**src/rtl/core/sahrp_pkg.sv**
```systemverilog
package sahrp_pkg;

	// Number of axes kept by the block and the width of one axis value.
	localparam int unsigned AXIS_COUNT = 6;
	localparam int unsigned AXIS_W     = 16;

	// Width of the button bitmap as it is gathered from report bytes 1 to 4.
	localparam int unsigned BTN_W = 32;

	// Position of the last byte of a report in each format.
	localparam logic [3:0] LAST_POS_FMT0 = 4'd6;
	localparam logic [3:0] LAST_POS_FMT1 = 4'd12;

	// Number of axis pairs a report carries in each format.
	localparam logic [2:0] PAIRS_FMT0 = 3'd3;
	localparam logic [2:0] PAIRS_FMT1 = 3'd6;

	// First axis slot of a rotation report in format 0.
	localparam logic [2:0] ROT_BASE = 3'd3;

	// Reciprocal of 13 scaled by 2**16, exact for every 10-bit packet length.
	localparam logic [22:0] RECIP_13 = 23'd5042;

	// Report type codes carried in byte 0 of a report.
	localparam logic [7:0] TYPE_TRANSLATION = 8'h01;
	localparam logic [7:0] TYPE_ROTATION    = 8'h02;
	localparam logic [7:0] TYPE_BUTTONS     = 8'h03;
	localparam logic [7:0] TYPE_IGNORED     = 8'h17;

	// Configuration register indexes.
	localparam logic [1:0] CFG_REPORT_FORMAT = 2'd0;
	localparam logic [1:0] CFG_BUTTON_COUNT  = 2'd1;
	localparam logic [1:0] CFG_FULL_SCALE    = 2'd2;

	// Reset values of the configuration registers.
	localparam logic [5:0]  BUTTON_COUNT_RESET = 6'd2;
	localparam logic [14:0] FULL_SCALE_RESET   = 15'd400;

	typedef enum logic [2:0] {
		KIND_TRANSLATION = 3'd0,
		KIND_ROTATION    = 3'd1,
		KIND_SIX_AXIS    = 3'd2,
		KIND_BUTTONS     = 3'd3,
		KIND_IGNORED     = 3'd4,
		KIND_UNKNOWN     = 3'd5
	} kind_t;

	typedef logic [AXIS_COUNT-1:0][AXIS_W-1:0] axes_t;

	// One result beat.
	typedef struct packed {
		axes_t              axes;
		logic [BTN_W-1:0]   buttons;
		kind_t              kind;
	} result_t;

	// Build a signed little-endian axis value and clamp it to +/- full scale.
	// A full scale of zero behaves as one.
	function automatic logic [AXIS_W-1:0] clamp_axis(
		input logic [7:0]  lo,
		input logic [7:0]  hi,
		input logic [14:0] full_scale
	);
		logic signed [16:0] v;
		logic signed [16:0] fs;
		logic signed [16:0] r;
		v  = 17'($signed({hi, lo}));
		fs = $signed({2'b00, (full_scale == 15'd0) ? 15'd1 : full_scale});
		if (v < -fs) begin
			r = -fs;
		end else if (v > fs) begin
			r = fs;
		end else begin
			r = v;
		end
		return r[AXIS_W-1:0];
	endfunction

endpackage

```
**src/rtl/core/six_axis_hid_report_parser_core.sv**
```systemverilog
// Six-axis controller report parser.
//
// Input channel: one packet byte per beat (data_byte, packet_first,
// packet_last, packet_length), moved when in_valid is high and in_stall low.
// Output channel: one result beat per completed report with the six stored
// clamped axes, the stored button bitmap and the report kind.
// Configuration: cfg_write with cfg_index and cfg_data, to be written only while
// the block is idle; the user must keep to this, the block does not enforce it.
//
// Throughput is one byte per cycle while in_stall is low. The byte that completes
// a report (or the final byte of a short format 0 packet) goes into the output
// register, or into the skid register while the output is stalled. All decode,
// clamp and mask logic sits between the state registers and the output register.
//
// Reset restores the default configuration and clears all stored axes,
// buttons and parser state; no result is pending afterwards.
// When the receiver stalls, the output register holds its beat and one skid
// register absorbs the next result; in_stall rises only while the skid
// register is occupied.
module six_axis_hid_report_parser_core
	import sahrp_pkg::*;
#(
	parameter int unsigned MAX_BUTTONS = 32
) (
	input  logic               clk,
	input  logic               arst_n,

	input  logic               cfg_write,
	input  logic [1:0]         cfg_index,
	input  logic [14:0]        cfg_data,

	input  logic               in_valid,
	output logic               in_stall,
	input  logic [7:0]         data_byte,
	input  logic               packet_first,
	input  logic               packet_last,
	input  logic [9:0]         packet_length,

	output logic               out_valid,
	input  logic               out_stall,
	output logic signed [15:0] axis_x,
	output logic signed [15:0] axis_y,
	output logic signed [15:0] axis_z,
	output logic signed [15:0] axis_rx,
	output logic signed [15:0] axis_ry,
	output logic signed [15:0] axis_rz,
	output logic [31:0]        button_state,
	output logic [2:0]         report_kind
);

	// Configuration registers.
	logic        report_format_q;
	logic [5:0]  button_count_q;
	logic [14:0] full_scale_q;

	// Parser state.
	axes_t                  axis_store_q;
	axes_t                  stage_axis_q;
	logic [MAX_BUTTONS-1:0] button_store_q;
	logic [BTN_W-1:0]       stage_buttons_q;
	logic [3:0]             byte_pos_q;
	logic [7:0]             current_type_q;
	logic [7:0]             low_hold_q;
	logic                   packet_drop_q;
	logic                   past_first_q;

	// Output register and skid register.
	result_t out_q;
	result_t skid_q;
	logic    out_valid_q;
	logic    skid_valid_q;

	logic accept;
	assign accept   = in_valid && !in_stall;
	assign in_stall = skid_valid_q;

	// Length check for format 1: packet_length must be a multiple of 13.
	logic [22:0] plen_prod;
	logic [6:0]  plen_quot;
	logic [9:0]  plen_back;
	logic        len_bad;
	assign plen_prod = 23'(packet_length) * RECIP_13;
	assign plen_quot = plen_prod[22:16];
	assign plen_back = 10'({plen_quot, 3'b000}) + 10'({plen_quot, 2'b00}) + 10'(plen_quot);
	assign len_bad   = plen_back != packet_length;

	// State as seen by this byte once packet_first has been applied.
	logic       drop_eff;
	logic       past_first_eff;
	logic [3:0] pos_eff;
	logic [7:0] type_eff;
	assign drop_eff       = packet_first ? (report_format_q && len_bad) : packet_drop_q;
	assign past_first_eff = packet_first ? 1'b0 : past_first_q;
	assign pos_eff        = packet_first ? 4'd0 : byte_pos_q;
	assign type_eff       = (pos_eff == 4'd0) ? data_byte : current_type_q;

	// Report completion, either by length or by padding a short first report.
	logic full_report;
	logic pad_report;
	logic finish;
	assign full_report = pos_eff >= (report_format_q ? LAST_POS_FMT1 : LAST_POS_FMT0);
	assign pad_report  = !full_report && packet_last && !report_format_q && !past_first_eff;
	assign finish      = !drop_eff && (full_report || pad_report);

	// Which axis slots the current report type writes.
	logic base_valid;
	logic base_hi;
	always_comb begin
		base_valid = 1'b0;
		base_hi    = 1'b0;
		if (!report_format_q) begin
			if (type_eff == TYPE_TRANSLATION) begin
				base_valid = 1'b1;
			end else if (type_eff == TYPE_ROTATION) begin
				base_valid = 1'b1;
				base_hi    = 1'b1;
			end
		end else if (type_eff == TYPE_TRANSLATION) begin
			base_valid = 1'b1;
		end
	end

	// Axis pair addressing for this byte.
	logic [3:0] pos_m1;
	logic [2:0] pair_idx;
	logic       axis_byte;
	logic       low_byte;
	logic [2:0] slot;
	assign pos_m1    = pos_eff - 4'd1;
	assign pair_idx  = pos_m1[3:1];
	assign low_byte  = pos_eff[0];
	assign axis_byte = (pos_eff != 4'd0) && base_valid &&
		(pair_idx < (report_format_q ? PAIRS_FMT1 : PAIRS_FMT0));
	assign slot      = (base_hi ? ROT_BASE : 3'd0) + pair_idx;

	logic [AXIS_W-1:0] clamp_full;
	logic [AXIS_W-1:0] clamp_pad;
	assign clamp_full = clamp_axis(low_hold_q, data_byte, full_scale_q);
	assign clamp_pad  = clamp_axis(data_byte, 8'h00, full_scale_q);

	// Button mask from the configured count; bits beyond the store never exist.
	logic [MAX_BUTTONS-1:0] button_mask;
	always_comb begin
		for (int i = 0; i < MAX_BUTTONS; i++) begin
			button_mask[i] = button_count_q > 6'(i);
		end
	end

	// Next staging values, committed stores and the result beat.
	axes_t                  stage_axis_n;
	axes_t                  axis_store_n;
	logic [BTN_W-1:0]       stage_buttons_n;
	logic [MAX_BUTTONS-1:0] button_store_n;
	logic [7:0]             low_hold_n;
	kind_t                  kind_n;
	result_t                result_n;
	always_comb begin
		for (int i = 0; i < AXIS_COUNT; i++) begin
			stage_axis_n[i] = (pos_eff == 4'd0) ? '0 : stage_axis_q[i];
			if (axis_byte && (slot == 3'(i))) begin
				if (!low_byte) begin
					stage_axis_n[i] = clamp_full;
				end else if (pad_report) begin
					stage_axis_n[i] = clamp_pad;
				end
			end
			if (base_valid && (report_format_q || ((i >= 3) == base_hi))) begin
				axis_store_n[i] = stage_axis_n[i];
			end else begin
				axis_store_n[i] = axis_store_q[i];
			end
		end

		if (pos_eff == 4'd0) begin
			low_hold_n = 8'h00;
		end else if (axis_byte && low_byte) begin
			low_hold_n = data_byte;
		end else begin
			low_hold_n = low_hold_q;
		end

		stage_buttons_n = (pos_eff == 4'd0) ? '0 : stage_buttons_q;
		if (type_eff == TYPE_BUTTONS && pos_eff >= 4'd1 && pos_eff <= 4'd4) begin
			stage_buttons_n = stage_buttons_n |
				(BTN_W'(data_byte) << {pos_m1[1:0], 3'b000});
		end
		if (type_eff == TYPE_BUTTONS) begin
			button_store_n = stage_buttons_n[MAX_BUTTONS-1:0] & button_mask;
		end else begin
			button_store_n = button_store_q;
		end

		priority if (type_eff == TYPE_BUTTONS) begin
			kind_n = KIND_BUTTONS;
		end else if (!report_format_q && type_eff == TYPE_TRANSLATION) begin
			kind_n = KIND_TRANSLATION;
		end else if (!report_format_q && type_eff == TYPE_ROTATION) begin
			kind_n = KIND_ROTATION;
		end else if (report_format_q && type_eff == TYPE_TRANSLATION) begin
			kind_n = KIND_SIX_AXIS;
		end else if (report_format_q && type_eff == TYPE_IGNORED) begin
			kind_n = KIND_IGNORED;
		end else begin
			kind_n = KIND_UNKNOWN;
		end

		result_n.axes    = axis_store_n;
		result_n.buttons = BTN_W'(button_store_n);
		result_n.kind    = kind_n;
	end

	logic produce;
	assign produce = accept && finish;

	// Configuration writes.
	always_ff @(posedge clk or negedge arst_n) begin
		if (!arst_n) begin
			report_format_q <= 1'b0;
			button_count_q  <= BUTTON_COUNT_RESET;
			full_scale_q    <= FULL_SCALE_RESET;
		end else if (cfg_write) begin
			unique case (cfg_index)
				CFG_REPORT_FORMAT: report_format_q <= cfg_data[0];
				CFG_BUTTON_COUNT:  button_count_q  <= cfg_data[5:0];
				CFG_FULL_SCALE:    full_scale_q    <= cfg_data;
				default: begin
				end
			endcase
		end
	end

	// Parser state update on each accepted byte.
	always_ff @(posedge clk or negedge arst_n) begin
		if (!arst_n) begin
			axis_store_q    <= '0;
			stage_axis_q    <= '0;
			button_store_q  <= '0;
			stage_buttons_q <= '0;
			byte_pos_q      <= 4'd0;
			current_type_q  <= 8'h00;
			low_hold_q      <= 8'h00;
			packet_drop_q   <= 1'b0;
			past_first_q    <= 1'b0;
		end else if (accept) begin
			if (!drop_eff) begin
				stage_axis_q    <= stage_axis_n;
				stage_buttons_q <= stage_buttons_n;
				low_hold_q      <= low_hold_n;
				current_type_q  <= type_eff;
			end
			if (finish) begin
				axis_store_q   <= axis_store_n;
				button_store_q <= button_store_n;
			end
			if (packet_last) begin
				byte_pos_q    <= 4'd0;
				packet_drop_q <= 1'b0;
				past_first_q  <= 1'b0;
			end else begin
				packet_drop_q <= drop_eff;
				past_first_q  <= finish ? 1'b1 : past_first_eff;
				if (drop_eff) begin
					byte_pos_q <= pos_eff;
				end else begin
					byte_pos_q <= finish ? 4'd0 : pos_eff + 4'd1;
				end
			end
		end
	end

	// Output register with one skid entry behind it.
	always_ff @(posedge clk or negedge arst_n) begin
		if (!arst_n) begin
			out_valid_q  <= 1'b0;
			skid_valid_q <= 1'b0;
		end else if (!out_valid_q || !out_stall) begin
			if (skid_valid_q) begin
				out_valid_q  <= 1'b1;
				skid_valid_q <= 1'b0;
			end else begin
				out_valid_q <= produce;
			end
		end else if (produce) begin
			skid_valid_q <= 1'b1;
		end
	end

	always_ff @(posedge clk) begin
		if (!out_valid_q || !out_stall) begin
			if (skid_valid_q) begin
				out_q <= skid_q;
			end else if (produce) begin
				out_q <= result_n;
			end
		end else if (produce) begin
			skid_q <= result_n;
		end
	end

	assign out_valid    = out_valid_q;
	assign axis_x       = out_q.axes[0];
	assign axis_y       = out_q.axes[1];
	assign axis_z       = out_q.axes[2];
	assign axis_rx      = out_q.axes[3];
	assign axis_ry      = out_q.axes[4];
	assign axis_rz      = out_q.axes[5];
	assign button_state = out_q.buttons;
	assign report_kind  = out_q.kind;

	// The skid entry is only ever filled behind a held output beat.
	a_skid_behind_out: assert property (@(posedge clk) disable iff (!arst_n)
		skid_valid_q |-> out_valid_q)
		else $error("skid entry valid without an output beat");

	// The skid entry fills only when the output was stalled.
	a_skid_fill: assert property (@(posedge clk) disable iff (!arst_n)
		$rose(skid_valid_q) |-> $past(out_valid_q && out_stall))
		else $error("skid entry filled while output was free");

	// The report position never runs past the longest report.
	a_pos_range: assert property (@(posedge clk) disable iff (!arst_n)
		byte_pos_q <= LAST_POS_FMT1)
		else $error("byte position beyond report length");

	// The final byte of a packet leaves the parser at a clean report start.
	a_last_clears: assert property (@(posedge clk) disable iff (!arst_n)
		(accept && packet_last) |=> (byte_pos_q == 4'd0 && !packet_drop_q && !past_first_q))
		else $error("packet end did not clear parser state");

endmodule

```
**config.mk**
```make
export PLATFORM = sky130hd
export DESIGN_NAME = six_axis_hid_report_parser_core
export DESIGN_NICKNAME = d
export VERILOG_FILES = /design/src/rtl/core/sahrp_pkg.sv /design/src/rtl/core/six_axis_hid_report_parser_core.sv
export SDC_FILE = /design/constraint.sdc
export NUM_CORES = 1
export LEC_CHECK = 0
export ABC_AREA = 1
export BUFFER_PORTS_ARGS = -buffer_cell sky130_fd_sc_hd__buf_4
export CORE_ASPECT_RATIO = 1.1
export CORE_MARGIN = 2
export CORE_UTILIZATION = 55
export CTS_CLUSTER_DIAMETER = 30
export DETAILED_ROUTE_END_ITERATION = 8
export PLACE_DENSITY = 0.73
export SKIP_CTS_REPAIR_TIMING = 1
export SLEW_MARGIN = 30
export SYNTH_ARGS = -nofsm -noshare
export SYNTH_HDL_FRONTEND = slang
export SYNTH_SLANG_ARGS = --single-unit
```
**constraint.sdc**
```tcl
create_clock -name clk -period 14.9 [get_ports clk]
set_input_delay 2.235 -clock clk [delete_from_list [all_inputs] [get_ports clk]]
set_output_delay 2.235 -clock clk [all_outputs]
set_load 0.03 [all_outputs]
```
---- Word level (Yosys, flattened, before mapping) ----
Cells that the tools add are included.
storage, ports and cells
  register bits ........................... 564
  output and inout bits ................... 133
  input port bits ......................... 42
operators by class
  muxes and demuxes ....................... 69
  add/sub/neg operators ................... 6
  bitwise operators ....................... 5
  multiply operators ...................... 1
  order comparisons ....................... 40
  shifts and indexed selects .............. 1
  reduce and logical (&&, ||, !) cells .... 51
  equality and inequality tests ........... 12
operator list
  kind                                                  count
  two-way mux 16 bit                                    33
  two-way mux 131 bit                                   2
  > comparator 6 x 5 -> 1 bit (second input constant)   16
  two-way mux 32 bit                                    3
  > comparator 6 x 4 -> 1 bit (second input constant)   8
  AND 32 bit                                            1
  bitwise OR 32 bit                                     1
  left shift 8 x 5 -> 32 bit                            1
  two-way mux 15 bit                                    2
  > comparator 6 x 3 -> 1 bit (second input constant)   4
  logical AND 1 bit                                     24
  two-way mux 8 bit                                     3
  multiplier 10 x 12 -> 22 bit (second input constant)  1
  two-way mux 4 bit                                     5
  < comparator 16 x 17 -> 1 bit                         1
  < comparator 9 x 17 -> 1 bit                          1
  negator 15 -> 17 bit                                  1
  equality test 8 x 2 -> 1 bit (second input constant)  2
  > comparator 16 bit                                   1
  > comparator 8 x 15 -> 1 bit                          1
  zero test 15 bit                                      1
  two-way mux 1 bit                                     15
  two-way mux 3 bit                                     5
  AND reduction 2 bit                                   7
  29 further kinds                                      46

---- Depth between registers and ports, before layout ----
  depth after elaboration ................. 15
  mapped depth ............................ 50

---- Worst setup path before layout ----
OpenSTA, ideal clock, no wires.
  path kind ............................... input-to-reg
  start ................................... input port packet_length[4]
  end ..................................... register out_q (netlist bit axis_rx[0]), enable pin
  arrival ................................. 17.919 ns
  data required time ...................... 14.080 ns
  stages on the path ...................... 36
  setup slack ............................. -3.839 ns
  path buffers ............................ 1
  cells stage by stage .................... inv_1 > fa_1 > fa_1 > fa_1 > fa_1 > inv_1 > ha_1 > ha_1 > nand4_1 > a21oi_1 > nor2_1 > nand2_1 > nand2_1 > nand2_1 > nand2_1 > nand2_1 > nand2_1 > nand2_1 > xor2_1 > inv_1 > fa_1 > fa_1 > xor2_1 > nand3_1 > nor2_1 > nand2_1 > nor2_1 > nand2_1 > nor2_1 > nand2_1 > o21bai_2 > nand3_1 > inv_1 > nand2_1 > clkbuf_1 > a21boi_0
on the way
  cells in the longest elaborated chain, start to end .. 11
ends and longest elaborated chain
  item                                      line                                    text
  start: declaration                        six_axis_hid_report_parser_core.sv:37   input logic [9:0] packet_length,
  multiplier 10 x 12 -> 22 bit              six_axis_hid_report_parser_core.sv:82   assign plen_prod = 23'(packet_length) * RECIP_13;
  adder 10 x 9 -> 10 bit                    six_axis_hid_report_parser_core.sv:84   assign plen_back = 10'({plen_quot, 3'b000}) + 10'({plen_quot, 2'b00}) + 10'(plen_quot);
  adder 10 x 7 -> 10 bit                    six_axis_hid_report_parser_core.sv:84
  inequality test 10 bit (*)                six_axis_hid_report_parser_core.sv:85   assign len_bad = plen_back != packet_length;
  logical AND 1 bit (*)                     six_axis_hid_report_parser_core.sv:92   assign drop_eff = packet_first ? (report_format_q && len_bad) : packet_drop_q;
  two-way mux 1 bit (*)                     six_axis_hid_report_parser_core.sv:92
  zero test 1 bit (*)                       --
  logical AND 1 bit (*)                     six_axis_hid_report_parser_core.sv:103  assign finish = !drop_eff && (full_report || pad_report);
  logical AND 1 bit (*)                     six_axis_hid_report_parser_core.sv:213  assign produce = accept && finish;
  nonzero test 2 bit (no source line) (*)   --
  AND reduction 2 bit (no source line) (*)  --
  end signal: assignment                    six_axis_hid_report_parser_core.sv:291  out_q <= skid_q;
  end signal: assignment                    six_axis_hid_report_parser_core.sv:293  out_q <= result_n;
  end: declaration                          six_axis_hid_report_parser_core.sv:68   result_t out_q;
Mark *: on every way between the ends. The rest lies on a longest branch, timed or not.
A chain may end at the register's enable or synchronous reset.

---- Final worst setup path ----
  start ................................... input port packet_length[4]
  end ..................................... register out_q (netlist bit axis_rx[8]), enable pin
Same word-level chain as after synthesis.

==> key figures <==
Logic synthesis
  • Netlist cell types: 49
  • Yosys reg bits: 564
  • Top cell type's share of synthesized area: 0.250
  • Post-synthesis async set-or-reset flop share: 0.535
  • Top FF cell, synth: dfrtp_1
  • Post-synthesis cell count: 3906
  • Sequential share of the synthesized area: 0.490
  • Post-synthesis average cell area: 8.06 sq um
  • Ys Warns: 0
  • Top cells by area, synth: edfxtp_1 25%, dfrtp_1 24%, nand2_1 19%
  • Post-synth EDFFs: 262
  • Post-Syn Nets: 4105
  • Synth area leader: edfxtp_1
  • Post-synthesis cell area: 31500 sq um

Global route
  • Layer with the highest usage: met2
  • Number of global-route vias before repair: 25.8k
  • Initial antenna violation count: 2
  • Largest net degree at the start of global routing: 107
  • Met2 usage: 0.464
  • Met3 usage: 0.0518
  • GRT Total Usage: 0.292
  • Grt ovf: 0
  • GR Util met1: 0.400
  • First-pass GRT wire length: 137000 um

Worst setup path
  • R2r setup slk: 8.49 ns
  • Crit-path most repeated cell: nand2_1
  • Slowest CP cell: buf_4
  • Worst EP required: 15.18 ns
  • Critical Path AT: 11.43 ns
  • Critical Path Source Type: input pin
  • Setup CP Type: input pin to flop
  • CP Capture Type: flop
  • CP Max Fanout: 66
  • Slowest cell delay on critical path: 0.69 ns

Timing
  • Layout Skew: 0.0542 ns
  • Post-route setup TNS: 0 ns
  • Slew Viols, Final: 0
  • Period utilization: 0.748
  • Slew headroom: 0.355
  • Slew @ Worst Pin: 0.967 ns
  • Fin. Hold Viols: 0
  • RSZ-0062 raised after global routing: no
  • Final setup violation count: 0
  • FMAX: 89.7 MHz
  • Final Critical Period: 11.15 ns

Clock network
  • Clock sinks: 564
  • Worst-Skew Late Latency: 0.67 ns
  • TritonCTS clock tree: built
  • Root Driver: clkbuf_16
  • Clock Path Buffers: 3
  • H-tree depth: 3
  • Num CTS Buffers: 110
  • Worst-path clk slew: 0.06 ns

Power and ir drop
  • Comb power frac: 0.278
  • Final Total Pwr: 6060 uW
  • Register share of total power: 0.299
  • Internal power: 4030 uW
  • Power per cell area: 163 nW/um^2
  • Clk pwr share: 0.423
  • Leakage: 0.0179 uW
  • Max VDD drop: 0.000195 V
  • Switch share: 0.334
  • Psw: 2030 uW

Die
  • Die Ht: 255 um
  • Core footprint: 56400 sq um
  • Die footprint: 59200 sq um
  • Cell Rows: 91
  • Die width: 232 um
  • Initial Util: 0.558
  • Top-level I/O count: 175

Flow run
  • Max Cap Viol: 0

Drt
  • Router iterations before antenna repair: 6
  • Routed len/inst: 17.6 um
  • Post-route DRC violation count: 0
  • Iteration-0 DRC Markers: 2878
  • Via count: 27.2k
  • Routed Antenna Nets: 0
  • Drt via density: 5.58
  • Final WL: 85800 um

Finish
  • Area grow syn2layout: 18.0%
  • Share of cells above drive strength 1: 0.115
  • Layout net count: 4224

Worst hold path
  • Min-Delay Path Class: flop to flop

Run status
  • Run status: complete, no violations

Placed design
  • GP Congestion: 0.920
  • Count of buffers from port buffering: 174
  • DP Wirelength: 54000 um
critical path, delay by kind of cell:
family,cells,cell delay [ns]
adders and majority gates,8,3.52
AOI/OAI and AO/OA,4,0.96
and+or+nand+nor,26,2.50
buffers and inverters,8,2.05
registers in the layout, summed over array words and instances, names as in the netlist, 15 cells and up:
signal / count
skid_q: 131
axis_store_q: 96
stage_axis_q: 96
button_state: 32
button_store_q: 32
stage_buttons_q: 32
axis_rx: 16
axis_ry: 16
axis_rz: 16
axis_x: 16
axis_y: 16
axis_z: 16
full_scale_q: 15
power by group through the flow:
stage	Sequential [uW]	Clock, uW	Combinational (uW)
6_report	1810	2560	1690
5_1_grt	1820	2660	1910
4_1_cts	1810	2580	1680
3_5_place_dp	1840	0	1660
3_3_place_gp	1830	0	1630
2_1_floorplan	1890	0	1190
area by class of cell:
cell class	count	area, sq um
clock buffers	133	2980
inverters	334	1260
repair buffers	203	1540
flip-flops and latches	564	15400
fillers	4665	19200
clock inverters	76	928
diodes	1	2.50
multi-input cells	2812	14000
well taps	744	931
stage by stage:
step            util  hold slack, ns  cells  instance area, sq um  setup WS [ns]
4_1_cts        0.658           0.473   4866                 37100           3.72
3_3_place_gp   0.589           0.453   4657                 33200           3.29
2_1_floorplan      -           0.442   3906                 31500          0.248
3_5_place_dp   0.589           0.459   4657                 33200           3.08
5_1_grt        0.659           0.484   4867                 37100           2.95
6_report       0.659           0.470   4867                 37100           3.75
cells by family (layout without fill, tap and decap cells):
| family | Yosys count | in the layout | share of synthesized area |
|---|---|---|---|
| simple gates | 2248 | 2248 | 0.301 |
| flops | 564 | 564 | 0.490 |
| buf+inv | 530 | 746 | 0.0654 |
| compound gates | 381 | 381 | 0.0651 |
| fa+ha+maj | 157 | 157 | 0.0712 |
| xor+xnor | 25 | 25 | 0.00696 |
| other cells | 1 | 2 | 0.000119 |
cell usage after synthesis, types with 29 or more instances:
cell type  count
o21ai_0      241
clkbuf_1     125
and2_1        29
buf_2         42
fa_1          37
nor2_1       104
nand3_1      424
inv_1        320
dfrtp_1      298
edfxtp_1     262
a21oi_1       52
nand2_1     1565
o22ai_1       35
nand4_1       60
ha_1         120
cells in the final DEF (no fill, tap or decap), types with 8 or more instances in the layout:
master / count
clkinv_2: 13
clkinv_4: 12
edfxtp_1: 262
nor2_1: 101
xor2_1: 20
a21oi_1: 52
inv_2: 9
inv_1: 319
nor3_1: 9
o21ai_0: 241
o31ai_1: 13
clkbuf_1: 13
bufinv_16: 14
inv_6: 15
nand3_1: 422
nand2_1: 1561
or2_2: 28
clkinv_1: 9
clkbuf_16: 114
ha_1: 120
clkinvlp_4: 8
o22ai_1: 35
and2_1: 29
buf_4: 200
a31oi_1: 10
nand4_1: 60
dfrtp_1: 297
o21ai_1: 14
fa_1: 37
layer usage:
layer,routed length [um],vias to the layer above
li1,-,13000
met4,2580,2
met3,6970,180
met2,39900,1120
met5,13,-
met1,36300,12800
worst paths after layout:
kind                                              start                      endpoint  depth (start not counted)
max                                    packet_length[4]          axis_rx[8]$_DFFE_PP_                         46
min                        axis_store_q[21]$_DFFE_PN0P_  axis_store_q[21]$_DFFE_PN0P_                          2
max reg2reg                 full_scale_q[8]$_DFFE_PN1P_          axis_y[12]$_DFFE_PP_                         25
min reg2reg                axis_store_q[21]$_DFFE_PN0P_  axis_store_q[21]$_DFFE_PN0P_                          2
max in group asynchronous                        arst_n          in_stall$_DFFE_PN0P_                          3
min in group asynchronous                        arst_n  axis_store_q[75]$_DFFE_PN0P_                          1
Power figures use the tool's default switching activity.
